<file path="config.mk">
export PLATFORM = sky130hd
export DESIGN_NAME = utf8_validate_and_count
export DESIGN_NICKNAME = d
export VERILOG_FILES = /design/src/rtl/u8vc_pkg.sv /design/src/rtl/utf8_validate_and_count.sv
export SDC_FILE = /design/constraint.sdc
export NUM_CORES = 1
export LEC_CHECK = 0
export BUFFER_PORTS_ARGS = -buffer_cell sky130_fd_sc_hd__clkbuf_2
export CAP_MARGIN = 15
export CORE_UTILIZATION = 35
export CTS_CLUSTER_SIZE = 10
export DETAILED_ROUTE_END_ITERATION = 8
export PLACE_DENSITY_LB_ADDON = 0.15
export RECOVER_POWER = 50
export SLEW_MARGIN = 10
export SYNTH_ARGS = -nofsm -noshare
export SYNTH_HDL_FRONTEND = slang
export SYNTH_SLANG_ARGS = --single-unit
</file>
<file path="constraint.sdc">
create_clock -name clk -period 4.35 [get_ports clk]
set_input_delay 0.2175 -clock clk [delete_from_list [all_inputs] [get_ports clk]]
set_output_delay 0.2175 -clock clk [all_outputs]
set_load 0.1 [all_outputs]
</file>
<file path="src/rtl/u8vc_pkg.sv">
`default_nettype none

package u8vc_pkg;

    localparam int COUNT_BITS = 31;
    localparam int OUT_BITS   = 31;
    localparam int CP_BITS    = 21;

    localparam logic [7:0]         LEAD_2_MIN   = 8'hC0;
    localparam logic [7:0]         LEAD_3_MIN   = 8'hE0;
    localparam logic [7:0]         LEAD_4_MIN   = 8'hF0;
    localparam logic [7:0]         CONT_MIN     = 8'h80;
    localparam logic [7:0]         CONT_MASK    = 8'hC0;
    localparam logic [CP_BITS-1:0] MIN_2_BYTE   = 21'h00080;
    localparam logic [CP_BITS-1:0] MIN_3_BYTE   = 21'h00800;
    localparam logic [CP_BITS-1:0] MIN_4_BYTE   = 21'h10000;
    localparam logic [CP_BITS-1:0] MAX_CODE     = 21'h10FFFF;
    localparam logic [CP_BITS-1:0] SURR_MASK    = 21'h1FF800;
    localparam logic [CP_BITS-1:0] SURR_BASE    = 21'h00D800;

    typedef logic [COUNT_BITS-1:0] count_t;
    typedef logic [OUT_BITS-1:0]   out_count_t;

    typedef enum logic [2:0]
    {
        SEQ_NONE = 3'd0,
        SEQ_TWO  = 3'd2,
        SEQ_THREE = 3'd3,
        SEQ_FOUR = 3'd4
    } seq_len_t;

    function automatic count_t sat_inc(input count_t v);
        sat_inc = (v == {COUNT_BITS{1'b1}}) ? v : v + count_t'(1);
    endfunction

    function automatic out_count_t clip_out(input count_t v);
        logic [32:0] ext;
        ext = 33'(v);
        clip_out = (ext > 33'h07FFFFFFF) ? {OUT_BITS{1'b1}} : ext[OUT_BITS-1:0];
    endfunction

endpackage

`default_nettype wire

</file>
<file path="src/rtl/utf8_validate_and_count.sv">
// A result is registered in the result register once the string's last item leaves the input register.
// One byte item per cycle, unless a final item waits on a stalled result; decode and update are combinational.
// The input register refills in the cycle it drains, so items flow without gaps.
// Reset is asynchronous and active low; it clears all string state and stop_at_nul.
// The result register holds a finished item while a new byte is being taken.
`default_nettype none

module utf8_validate_and_count
    import u8vc_pkg::*;
(
    input  wire logic                clk,
    input  wire logic                rst_n,
    input  wire logic                cfg_valid,
    output logic                     cfg_ready,
    input  wire logic                stop_at_nul,
    input  wire logic                data_valid,
    output logic                     data_stall,
    input  wire logic [7:0]          data_byte,
    input  wire logic                last_byte,
    output logic                     result_valid,
    input  wire logic                result_stall,
    output logic                     is_valid,
    output logic [OUT_BITS-1:0]      char_count,
    output logic [OUT_BITS-1:0]      error_offset
);

    logic                nul_mode_reg;
    logic                in_valid_reg;
    logic [7:0]          in_byte_reg;
    logic                in_last_reg;

    count_t              pos_reg,       pos_next;
    count_t              chars_reg,     chars_next;
    logic [1:0]          cont_reg,      cont_next;
    seq_len_t            len_reg,       len_next;
    logic [CP_BITS-1:0]  cp_reg,        cp_next;
    logic                high_reg,      high_next;
    count_t              start_reg,     start_next;
    logic                err_reg,       err_next;
    count_t              err_pos_reg,   err_pos_next;
    logic                ended_reg,     ended_next;

    logic                out_valid_reg;
    logic                out_ok_reg;
    out_count_t          out_count_reg;
    out_count_t          out_offset_reg;

    logic                out_free;
    logic                fire;
    logic                load;
    logic                bad;
    logic [CP_BITS-1:0]  cp_acc;

    assign cfg_ready    = 1'b1;
    assign out_free     = !out_valid_reg || !result_stall;
    assign fire         = in_valid_reg && (!in_last_reg || out_free);
    assign data_stall   = in_valid_reg && !fire;
    assign load         = data_valid && !data_stall;

    assign result_valid = out_valid_reg;
    assign is_valid     = out_ok_reg;
    assign char_count   = out_count_reg;
    assign error_offset = out_offset_reg;

    always_comb
    begin
        cont_next    = cont_reg;
        len_next     = len_reg;
        cp_next      = cp_reg;
        high_next    = high_reg;
        start_next   = start_reg;
        err_next     = err_reg;
        err_pos_next = err_pos_reg;
        ended_next   = ended_reg;
        chars_next   = chars_reg;
        bad          = 1'b0;
        cp_acc       = CP_BITS'({cp_reg, in_byte_reg[5:0]});

        if (!err_reg && !ended_reg)
        begin
            if (cont_reg == 2'd0)
            begin
                start_next = pos_reg;
                if (in_byte_reg < CONT_MIN)
                begin
                    if (in_byte_reg == 8'h00 && nul_mode_reg)
                    begin
                        ended_next = 1'b1;
                    end
                    else
                    begin
                        chars_next = sat_inc(chars_reg);
                    end
                end
                else if (in_byte_reg < LEAD_2_MIN)
                begin
                    err_next     = 1'b1;
                    err_pos_next = pos_reg;
                    cont_next    = 2'd0;
                end
                else if (in_byte_reg < LEAD_3_MIN)
                begin
                    len_next  = SEQ_TWO;
                    cont_next = 2'd1;
                    cp_next   = CP_BITS'(in_byte_reg[4:0]);
                    high_next = 1'b0;
                end
                else if (in_byte_reg < LEAD_4_MIN)
                begin
                    len_next  = SEQ_THREE;
                    cont_next = 2'd2;
                    cp_next   = CP_BITS'(in_byte_reg[3:0]);
                    high_next = 1'b0;
                end
                else
                begin
                    len_next  = SEQ_FOUR;
                    cont_next = 2'd3;
                    cp_next   = CP_BITS'(in_byte_reg[2:0]);
                    high_next = in_byte_reg[3];
                end
            end
            else if ((in_byte_reg & CONT_MASK) != CONT_MIN)
            begin
                err_next     = 1'b1;
                err_pos_next = start_reg;
                cont_next    = 2'd0;
            end
            else
            begin
                cp_next   = cp_acc;
                cont_next = cont_reg - 2'd1;
                if (cont_reg == 2'd1)
                begin
                    case (len_reg)
                        SEQ_TWO:   bad = cp_acc < MIN_2_BYTE;
                        SEQ_THREE: bad = (cp_acc < MIN_3_BYTE)
                                         || ((cp_acc & SURR_MASK) == SURR_BASE);
                        default:   bad = high_reg || (cp_acc < MIN_4_BYTE)
                                         || (cp_acc > MAX_CODE);
                    endcase
                    if (bad)
                    begin
                        err_next     = 1'b1;
                        err_pos_next = start_reg;
                    end
                    else
                    begin
                        chars_next = sat_inc(chars_reg);
                    end
                end
            end
        end

        pos_next = sat_inc(pos_reg);

        if (in_last_reg && !err_next && !ended_next && cont_next != 2'd0)
        begin
            err_next     = 1'b1;
            err_pos_next = start_next;
        end
    end

    always_ff @(posedge clk or negedge rst_n)
    begin
        if (!rst_n)
        begin
            nul_mode_reg <= 1'b0;
        end
        else if (cfg_valid && cfg_ready)
        begin
            nul_mode_reg <= stop_at_nul;
        end
    end

    always_ff @(posedge clk or negedge rst_n)
    begin
        if (!rst_n)
        begin
            in_valid_reg <= 1'b0;
        end
        else if (load)
        begin
            in_valid_reg <= 1'b1;
        end
        else if (fire)
        begin
            in_valid_reg <= 1'b0;
        end
    end

    always_ff @(posedge clk)
    begin
        if (load)
        begin
            in_byte_reg <= data_byte;
            in_last_reg <= last_byte;
        end
    end

    always_ff @(posedge clk or negedge rst_n)
    begin
        if (!rst_n)
        begin
            pos_reg     <= '0;
            chars_reg   <= '0;
            cont_reg    <= 2'd0;
            len_reg     <= SEQ_NONE;
            cp_reg      <= '0;
            high_reg    <= 1'b0;
            start_reg   <= '0;
            err_reg     <= 1'b0;
            err_pos_reg <= '0;
            ended_reg   <= 1'b0;
        end
        else if (fire)
        begin
            if (in_last_reg)
            begin
                pos_reg     <= '0;
                chars_reg   <= '0;
                cont_reg    <= 2'd0;
                len_reg     <= SEQ_NONE;
                cp_reg      <= '0;
                high_reg    <= 1'b0;
                start_reg   <= '0;
                err_reg     <= 1'b0;
                err_pos_reg <= '0;
                ended_reg   <= 1'b0;
            end
            else
            begin
                pos_reg     <= pos_next;
                chars_reg   <= chars_next;
                cont_reg    <= cont_next;
                len_reg     <= len_next;
                cp_reg      <= cp_next;
                high_reg    <= high_next;
                start_reg   <= start_next;
                err_reg     <= err_next;
                err_pos_reg <= err_pos_next;
                ended_reg   <= ended_next;
            end
        end
    end

    always_ff @(posedge clk or negedge rst_n)
    begin
        if (!rst_n)
        begin
            out_valid_reg <= 1'b0;
        end
        else if (fire && in_last_reg)
        begin
            out_valid_reg <= 1'b1;
        end
        else if (!result_stall)
        begin
            out_valid_reg <= 1'b0;
        end
    end

    always_ff @(posedge clk)
    begin
        if (fire && in_last_reg)
        begin
            out_ok_reg     <= !err_next;
            out_count_reg  <= err_next ? '0 : clip_out(chars_next);
            out_offset_reg <= err_next ? clip_out(err_pos_next) : '0;
        end
    end

    a_result_from_last: assert property (@(posedge clk) disable iff (!rst_n)
        $rose(result_valid) |-> $past(fire && in_last_reg))
        else $error("Result appeared without a final item.");

    a_valid_fields: assert property (@(posedge clk) disable iff (!rst_n)
        (result_valid && is_valid) |-> (error_offset == '0))
        else $error("Valid result carries an error offset.");

    a_invalid_fields: assert property (@(posedge clk) disable iff (!rst_n)
        (result_valid && !is_valid) |-> (char_count == '0))
        else $error("Invalid result carries a character count.");

    a_no_cont_after_err: assert property (@(posedge clk) disable iff (!rst_n)
        err_reg |-> (cont_reg == 2'd0))
        else $error("Continuations pending after an error.");

    a_held_result: assert property (@(posedge clk) disable iff (!rst_n)
        (result_valid && result_stall) |=> (result_valid && $stable(char_count)
                                            && $stable(error_offset)))
        else $error("Stalled result changed.");

endmodule

`default_nettype wire

</file>
==> results of run 1 <==
## metal layers
metal | share of wire [%] | track usage (%) | up-vias
li1 | - | - | 4834
met1 | 47 | 27.6 | 4920
met2 | 46 | 31.7 | 271
met3 | 4.7 | 2.85 | 54
met4 | 2.0 | 5.46 | 0
met5 | 0 | 0 | -
## power by group
| group | internal, mW | switching (mW) | total (mW) |
|---|---|---|---|
| Sequential | 2.42 | 0.202 | 2.62 |
| Combinational | 0.583 | 1.53 | 2.11 |
| Clock | 1.34 | 0.882 | 2.22 |
| Total | 4.35 | 2.61 | 6.96 |
## worst max path at each step
| stage | startpoint | to | slack, ns | depth (start not counted) |
|---|---|---|---|---|
| global route | cont_reg[0] | char_count[26] | 0.82 | 10 |
| CTS | cont_reg[0] | char_count[26] | 1.06 | 10 |
| floorplan | result_valid | char_count[0] | 0.56 | 5 |
| global placement | cont_reg[0] | char_count[26] | 1.13 | 10 |
| detailed placement | cont_reg[0] | char_count[26] | 1.09 | 10 |
| finish | cont_reg[0] | char_count[26] | 1.13 | 10 |
## stage by stage
| stage | std cells | worst slack (ns) | hold WS [ns] | utilization (%) | instance area (µm²) |
|---|---|---|---|---|---|
| 5_1_grt | 1804 | 0.817 | 0.400 | 40.4 | 13900 |
| 3_5_place_dp | 1739 | 1.09 | 0.163 | 37.7 | 13000 |
| 3_3_place_gp | 1739 | 1.13 | 0.165 | 37.7 | 13000 |
| 6_report | 1804 | 1.13 | 0.402 | 40.4 | 13900 |
| 2_1_floorplan | 1279 | 0.560 | -0.0781 | - | 12200 |
| 4_1_cts | 1804 | 1.06 | 0.174 | 40.7 | 14000 |
## Yosys cell counts, types with 3 or more instances
library cell / instances
or3_1: 13
or4_1: 16
o211ai_1: 21
buf_6: 4
ha_1: 4
nand4_1: 26
nand3_1: 55
o41ai_1: 3
mux2_2: 4
a21oi_1: 64
xnor2_1: 12
a31oi_1: 13
o21ai_1: 4
nor3_1: 46
and4_1: 5
o211a_1: 3
nand2b_1: 5
buf_1: 3
dfrtp_1: 150
nor2b_1: 33
a22o_1: 4
o21ai_0: 74
buf_2: 9
a32o_1: 32
or2_2: 4
nand2_1: 103
o22ai_1: 32
xor2_1: 19
and2_1: 7
inv_1: 33
clkbuf_1: 78
and3_1: 11
o31ai_1: 6
o221ai_1: 3
nor4_1: 8
nor2_1: 123
mux2i_1: 62
or3_2: 5
a22oi_1: 30
edfxtp_1: 72
buf_4: 5
o2bb2ai_1: 30
a211oi_1: 3
## final cells by class
cell class / instances / area [µm²]
clock buffer: 49 / 872
clock inverter: 2 / 10.0
fill: 3464 / 20500
inverter: 34 / 129
multi-input combinational: 919 / 5730
sequential: 222 / 5920
tap: 455 / 569
timing repair buffer: 123 / 706
## cell families after synthesis
logic type / count (synthesis) / share of synthesized area [%]
simple gates: 477 / 19.5
compound gates: 340 / 18.9
fa+ha+maj: 4 / 0.410
buf+inv: 138 / 5.08
other cells: 1 / 0.0307
flops: 222 / 48.4
mux: 66 / 5.45
xor+xnor: 31 / 2.22
==> qor.txt, run 1 <==
Status: finished with violations
Failing checks: max-capacitance violations, max-slew violations
Arr. time, crit path: 3.51 ns
Endpoints failing setup: 0
Post-synth top area share: 30.7%
Sink Count: 222
Tightest Pin Transition: 2.42 ns
Cell Area, Synth: 0.0122 mm²
Hold Path Class: primary input to flip-flop
Total Power: 6.96 mW
Slowest-stage cell, CP: buf_4
Most common cell after layout, fill and taps aside: dfrtp_1
Clk_skew: 0.0105 ns
Layout cells sized above 1: 8.67%
Main synth FF type: dfrtp_1
R2R setup slack: 1.13 ns
RSZ-0062 raised after global routing: false
I/O pin count: 81
First-pass GRT wire length: 56.4 mm
Routed WL per cell: 19.3 µm
Worst Hold Depth: 2
Initial core utilization: 35.5%
Clock Path Buffers: 3
Post-CTS sizing: 0
Post-DP HPWL: 21.0 mm
Relative slew slack: -61.5%
Total track usage: 19.7%
Die H: 189 µm
Final critical-path share of the clock period: 74.1%
Critical Path RT: 4.64 ns
Synth-to-layout area growth: 14.0%
Post-layout minimum cycle time: 3.22 ns
Routed WL: 34.8 mm
Vias/cell: 5.59
Cts hold-fix bufs: 14
Clk slew on worst S/H paths: 0.06 ns
Antenna violations before repair: 0
Drt pass-1 iters: 5
CP max stage delay: 0.70 ns
Max Freq: 310 MHz
Vias: 10.1k
Reg-to-reg startpoint: cont_reg[0]
Core ar.: 0.0345 mm²
Yosys top cell by area: dfrtp_1
Max VDD drop: 0.338 mV
Largest net degree at the start of global routing: 116
Max-slew violations: 36
Pwr/cell area: 500 mW/mm²
Min-delay src: data_byte[4]
Antenna Nets Post-Route: 0
PortBufs: 79
Die W: 189 µm
WP buf/inv: 4
Leakage: 5.45 nW
Top cell family by delay on the critical path: buffers and inverters
GRT overflow: 0
Critical-path cell list: inv_1 -> ha_4 -> buf_4 -> inv_1 -> nand2_1 -> a31o_2 -> or3_1 -> inv_1 -> o211ai_1 -> nand2_1
Sequential share of the synthesized area: 48.4%
Startpoint Class: flip-flop
Total setup buffers inserted after CTS: 0
Most frequent cells in the layout: dfrtp_1, nor2_1, nand2_1
R2r endpoint: char_count[26]
WHS Endpoint: in_byte_reg[4]
Post-synth EDFFs: 72
Die area: 0.0357 mm²
Netlist cell types: 76
Fin. Hold Viols: 0
Synth async-reset ratio: 67.6%
DRC errors left: 0
Max-cap viol count: 1
Cells after Synth: 1279
Vias in the first global route: 9897
RD Place Congestion: 0.819
Core Rows: 68
Final setup TNS: 0 ns
CTS tree: done
Area contributors post-synth: dfrtp_1, edfxtp_1, mux2i_1
Latest clock arrival within the worst-skew pair: 0.54 ns
CP dominant cell by count: inv_1
Synth Area per Inst: 9.56 µm²
Synth warn: 0
Crit path max fanout: 93
CTS Buf Count: 28
CTS root buffer: clkbuf_16
CP endpoint kind: flip-flop
Nets: 1347
Initial DRC count: 725
Reg2Reg Depth: 10
Syn nets: 1298
CP Class: flip-flop to flip-flop
Antenna Cells: 0
Htree depth: 1
Post-synthesis register bit count: 222
(Power assumes the default switching activity.)
==> run 2: changes to the inputs <==
- clock period: 4.35 -> 2.9 ns (I/O delays scaled with it)
==> run 2 against run 1 <==
Effect of this change:
- the flow still finishes with violations (max-capacitance violations, max-slew violations)
- combinational power rose by 55%
- core utilization increased by 0.40 points
- cell count increased by 1.2%
- first-iteration DRC count decreased by 6.8%
- maximum frequency rose by 21%
- worst hold slack got worse by 0.053 ns
- clock skew is essentially flat
- sequential share of layout area is 0.41 points lower
- critical path type unchanged
- critical endpoint is now chars_reg[12]
==> qor.txt, run 2 (synthesis results as in run 1) <==
Combinational share of power: 31.8% (+1.4 points)
Smallest setup slack after layout: 0.229 ns (-0.899 ns)
Clk_skew: 0.0110 ns (+0.000485 ns)
CP Class: flip-flop to flip-flop
Arr. time, crit path: 3.12 ns (-0.39 ns)
Core ar.: 0.0345 mm² (unchanged)
Layout cells sized above 1: 9.56% (+0.88 points)
GRT overflow: 0 (unchanged)
Final critical-path share of the clock period: 92.1% (+18 points)
Status: finished with violations
CTS tree: done
Post-layout minimum cycle time: 2.67 ns (-0.551 ns)
Drt pass-1 iters: 5 (unchanged)
Reg-to-reg startpoint: in_last_reg
Hold Path Class: primary input to flip-flop
Vias: 10.2k (+1.4%)
Max-cap viol count: 1 (unchanged)
PortBufs: 79 (unchanged)
Total setup buffers inserted after CTS: 0 (unchanged)
Relative slew slack: -15.8% (+46 points)
Reg2Reg Depth: 8 (-2)
Max VDD drop: 0.418 mV (+24%)
Antenna violations before repair: 0 (unchanged)
Final setup TNS: 0 ns (unchanged)
Clock power share: 29.9% (-2.1 points)
Tightest Pin Transition: 1.74 ns (-0.686 ns)
Die area: 0.0357 mm² (unchanged)
Failing checks: max-capacitance violations, max-slew violations
RD Place Congestion: 0.841 (+2.7%)
Clk slew on worst S/H paths: 0.06 ns (about the same)
Critical Path RT: 3.35 ns (-1.29 ns)
Hold WS: 0.349 ns (-0.0530 ns)
Routed WL per cell: 19.2 µm (-0.30%)
Initial core utilization: 35.5% (unchanged)
Worst Setup EP: chars_reg[12]
R2R setup slack: 0.23 ns (-0.90 ns)
Finished Core Util: 40.8% (+0.40 points)
Vias in the first global route: 9891 (-0.061%)
Routed WL: 35.1 mm (+0.91%)
Antenna Nets Post-Route: 0 (unchanged)
Initial DRC count: 676 (-6.8%)
I/O pin count: 81 (unchanged)
Most common cell after layout, fill and taps aside: dfrtp_1
Final std cells w/o fill: 1826 (+1.2%)
Total track usage: 19.6% (-0.16 points)
Sink Count: 222 (unchanged)
Fill count: 3472 (+0.23%)
Max Freq: 374 MHz (+21%)
Sw Ratio: 38.1% (+0.57 points)
Endpoints failing setup: 0 (unchanged)
Most frequent cells in the layout: dfrtp_1, nor2_1, nand2_1
CP endpoint kind: flip-flop
Die W: 189 µm (unchanged)
Clock Path Buffers: 3 (unchanged)
CTS root buffer: clkbuf_16
Pwr/cell area: 729 mW/mm² (+46%)
RSZ-0062 raised after global routing: false
Largest net degree at the start of global routing: 67 (-42%)
Die H: 189 µm (unchanged)
CTS Buf Count: 27 (-3.6%)
Leakage: 5.53 nW (+1.5%)
Crit path max fanout: 35 (-62%)
Psw: 3.91 mW (+50%)
Post-DP HPWL: 21.3 mm (+1.6%)
Max-slew violations: 59 (+64%)
Htree depth: 1 (unchanged)
Synth-to-layout area growth: 15.1%
Startpoint Class: flip-flop
Fin. Hold Viols: 0 (unchanged)
Critical Path Start: in_last_reg
Int Power: 6.35 mW (+46%)
FF/Latch Area: 0.00592 mm² (unchanged)
Vias/cell: 5.60 (+0.22%)
R2r endpoint: chars_reg[12]
Place WS: 0.0868 ns (-1.00 ns)
Nets: 1370 (+1.7%)
DRC errors left: 0 (unchanged)
DP Cell Count: 1762 (+1.3%)
Antenna Cells: 0 (unchanged)
Register share of total power: 38.3% (+0.6 points)
Core Rows: 68 (unchanged)
First-pass GRT wire length: 55.8 mm (-1.2%)
Multi-input logic area: 0.00573 mm² (+0.13%)
Latest clock arrival within the worst-skew pair: 0.53 ns (about the same)
## run 2: cell types whose count changed in the layout (fill, tap and decap cells not counted), moves of 2 or more
cell       before  now
buf_12          3    7
clkbuf_1       82   88
clkbuf_2       14   11
clkbuf_8        5    2
clkbuf_16      30   27
buf_4          24   43
clkinv_2        3    1
## run 2: critical path, stage by stage, from the launching register on
cell and delay (ns):
edfxtp_1 0.48, clkbuf_1 0.18, nand3_1 0.23, nand2_4 0.10, buf_4 0.27, nor2_2 0.70, buf_12 0.30, o21ai_0 0.12
a31oi_1 0.19
## run 2: stage by stage
stage                     instance area, µm²  power, mW
after floorplan                        12200       6.41
after global placement                 13200       7.23
after detailed placement               13200       7.26
after CTS                              14200       10.4
after global routing                   14100       10.8
final                                  14100       10.3
## run 2: area by class of cell
type	count	share of cell area [%]
Inverter	34	0.907
Clock inverter	2	0.0623
Timing Repair Buffer	147	6.67
Tap cell	455	4.05
Sequential cell	222	42.1
Clock buffer	47	5.48
Multi-Input combinational cell	919	40.8
## run 2: how the worst min path moves through the flow
stage,startpoint,slack [ns],endpoint,cells after the start
global placement,rst_n,0.21,nul_mode_reg,1
global route,data_byte[0],0.33,in_byte_reg[0],2
finish,data_byte[3],0.35,in_byte_reg[3],2
CTS,rst_n,0.21,nul_mode_reg,2
floorplan,rst_n,-0.15,chars_reg[0],0
detailed placement,rst_n,0.20,nul_mode_reg,1
## run 2: power groups by stage
stage	combinational, mW	clock [mW]	sequential (mW)
2_1_floorplan	1.68	0	4.73
3_3_place_gp	3.25	0	3.98
3_5_place_dp	3.27	0	3.98
4_1_cts	3.30	3.16	3.93
5_1_grt	3.51	3.31	3.97
6_report	3.26	3.07	3.93
## run 2: routing by layer
metal  part of all wire [%]  vias to the layer above  GRT usage (%)
li1                       -                     4889              -
met1                     47                     5063           27.0
met2                     47                      234           32.6
met5                      0                        -              0
met3                    4.3                       38           2.41
met4                    1.7                        0           4.62
## run 2: repair_timing
action,CTS,global route
setup endpoints to repair,0,5
hold endpoints to repair,69,0
hold buffers,15,0
gates resized for setup,0,2
==> run 3: changes to the inputs <==
- CELL_PAD_IN_SITES_DETAIL_PLACEMENT: not set -> 1
- CELL_PAD_IN_SITES_GLOBAL_PLACEMENT: not set -> 1
- CORE_ASPECT_RATIO: not set -> 1.75
==> run 3 against run 2 <==
Effect of this change:
- critical endpoint is now error_offset[14]
- power up 1.3%
- global-route usage up 3.4 points
- the flow still finishes with violations (max-capacitance violations, max-slew violations)
- worst hold slack worse by 0.028 ns
- flip-flop and latch count did not move
- sequential share of layout area decreased by 0.63 points
- setup slack worse by 0.032 ns
- via count increased by 3.3%
==> qor.txt, run 3 (synthesis results as in run 1) <==
Post-DP HPWL: 26.2 mm (+23%)
Most frequent cells in the layout: dfrtp_1, nor2_1, nand2_1
Htree depth: 1 (unchanged)
Critical Path RT: 3.27 ns (-0.08 ns)
Max-slew violations: 70 (+19%)
CTS root buffer: clkbuf_16
Failing checks: max-capacitance violations, max-slew violations
Total track usage: 23.0% (+3.4 points)
Final critical-path share of the clock period: 93.2% (+1.1 points)
Synth-to-layout area growth: 16.8%
Vias/cell: 5.70 (+1.8%)
Antenna Cells: 0 (unchanged)
Largest net degree at the start of global routing: 75 (+12%)
Int Power: 6.38 mW (+0.52%)
Drt pass-1 iters: 5 (unchanged)
CTS Buf Count: 26 (-3.7%)
CTS tree: done
Clk_skew: 0.0155 ns (+0.00455 ns)
FF/Latch Area: 0.00592 mm² (unchanged)
Sink Count: 222 (unchanged)
First-pass GRT wire length: 63.4 mm (+14%)
Hold WS: 0.321 ns (-0.0280 ns)
Most common cell after layout, fill and taps aside: dfrtp_1
Post-layout minimum cycle time: 2.70 ns (+0.0323 ns)
CP max stage delay: 0.54 ns (-0.16 ns)
Routed WL: 39.9 mm (+14%)
Antenna violations before repair: 0 (unchanged)
RD Place Congestion: 0.850 (+1.0%)
Routed WL per cell: 21.5 µm (+12%)
Clock Path Buffers: 3 (unchanged)
DRC errors left: 0 (unchanged)
Max-cap viol count: 1 (unchanged)
Post-place instance area: 0.0134 mm² (+1.5%)
Psw: 4.01 mW (+2.6%)
Total setup buffers inserted after CTS: 0 (unchanged)
Metal2 WL: 21.9 mm (+34%)
WP buf/inv: 2 (-1)
Latest clock arrival within the worst-skew pair: 0.55 ns (+0.02 ns)
Endpoints failing setup: 0 (unchanged)
Die H: 249 µm (+32%)
Die W: 143 µm (-24%)
Multi-input logic area: 0.00575 mm² (+0.22%)
Startpoint Class: flip-flop
Vias in the first global route: 11.2k (+13%)
Critical-path cell list: or4_1 -> nor3_1 -> o221ai_1 -> buf_4 -> a21oi_1 -> nand2b_2 -> buf_12 -> mux2i_1 -> o2bb2ai_1
Antenna Nets Post-Route: 0 (unchanged)
Total Power: 10.4 mW (+1.3%)
Status: finished with violations
PortBufs: 79 (unchanged)
RSZ-0062 raised after global routing: false
DR top layer: met4
Fill count: 3995 (+15%)
Met3 WL: 963 µm (-37%)
Hold Path Class: primary input to flip-flop
Fin. Hold Viols: 0 (unchanged)
Core Rows: 90 (+32%)
Final std cells w/o fill: 1853 (+1.5%)
Relative slew slack: -36.1% (-20 points)
Register share of total power: 37.8% (-0.5 points)
CP Class: flip-flop to flip-flop
Max Freq: 370 MHz (-1.2%)
Pwr/cell area: 728 mW/mm² (-0.22%)
Vias: 10.6k (+3.3%)
Arr. time, crit path: 3.07 ns (-0.05 ns)
Max VDD drop: 0.431 mV (+3.0%)
GRT overflow: 0 (unchanged)
Crit path max fanout: 13 (-63%)
M1 WL: 15.8 mm (-4.7%)
Fin area: 0.0143 mm² (+1.5%)
Final setup TNS: 0 ns (unchanged)
Clk slew on worst S/H paths: 0.06 ns (about the same)
I/O pin count: 81 (unchanged)
Layout cells sized above 1: 11.4% (+1.9 points)
Initial core utilization: 35.5% (unchanged)
Leakage: 5.67 nW (+2.4%)
Tightest Pin Transition: 2.04 ns (+0.305 ns)
CP endpoint kind: flip-flop
Slowest-stage cell, CP: or4_1
Clock power share: 30.1% (+0.2 points)
Combinational share of power: 32.1% (+0.3 points)
DP Cell Count: 1791 (+1.6%)
Top cell family by delay on the critical path: simple AND/OR/NAND/NOR gates
Sw Ratio: 38.6% (+0.47 points)
Core ar.: 0.0345 mm² (unchanged)
Initial DRC count: 428 (-37%)
Nets: 1393 (+1.7%)
Die area: 0.0357 mm² (about the same)
run 3: stage by stage:
stage	worst slack (ns)	utilization, %
3_3_place_gp	-0.0342	39.0
4_1_cts	0.0145	41.7
5_1_grt	0.00149	41.4
3_5_place_dp	-0.0160	39.0
2_1_floorplan	0.00266	-
6_report	0.197	41.4
run 3: what timing repair did:
action,4_1_cts,5_1_grt
gates resized for setup,1,5
setup endpoints to repair,1,25
pin swaps,0,0
hold buffers,15,0
hold endpoints to repair,79,0
run 3: final cells by class:
cell class                 count  share of cell area (%)
inverter                      34                   0.903
timing repair buffer         171                    7.92
multi-input combinational    919                    40.2
tap                          460                    4.03
sequential                   222                    41.4
clock buffer                  47                    5.47
run 3: power groups by stage:
stage / Combinational [mW] / Sequential (mW) / Clock, mW
after floorplan: 1.68 / 4.73 / 0
after global placement: 3.32 / 3.97 / 0
after detailed placement: 3.37 / 3.99 / 0
after CTS: 3.40 / 3.93 / 3.22
after global routing: 3.58 / 3.97 / 3.31
final: 3.33 / 3.93 / 3.13
run 3: final timing paths:
path	from	end	slack [ns]	depth (start not counted)
setup reg to reg	cp_reg[10]	error_offset[14]	0.20	9
setup / recovery	cp_reg[10]	error_offset[14]	0.20	9
hold reg to reg	cp_reg[0]	cp_reg[6]	0.52	2
hold / removal	data_byte[1]	in_byte_reg[1]	0.32	2
max in group asynchronous	rst_n	start_reg[30]	0.61	3
min in group asynchronous	rst_n	cp_reg[12]	0.71	2
run 3: per-layer routing:
layer  global-route usage (%)  vias up
met3                     1.94       78
met4                     8.27        0
li1                         -     4927
met2                     44.0      176
met1                     25.7     5381
met5                        0        -
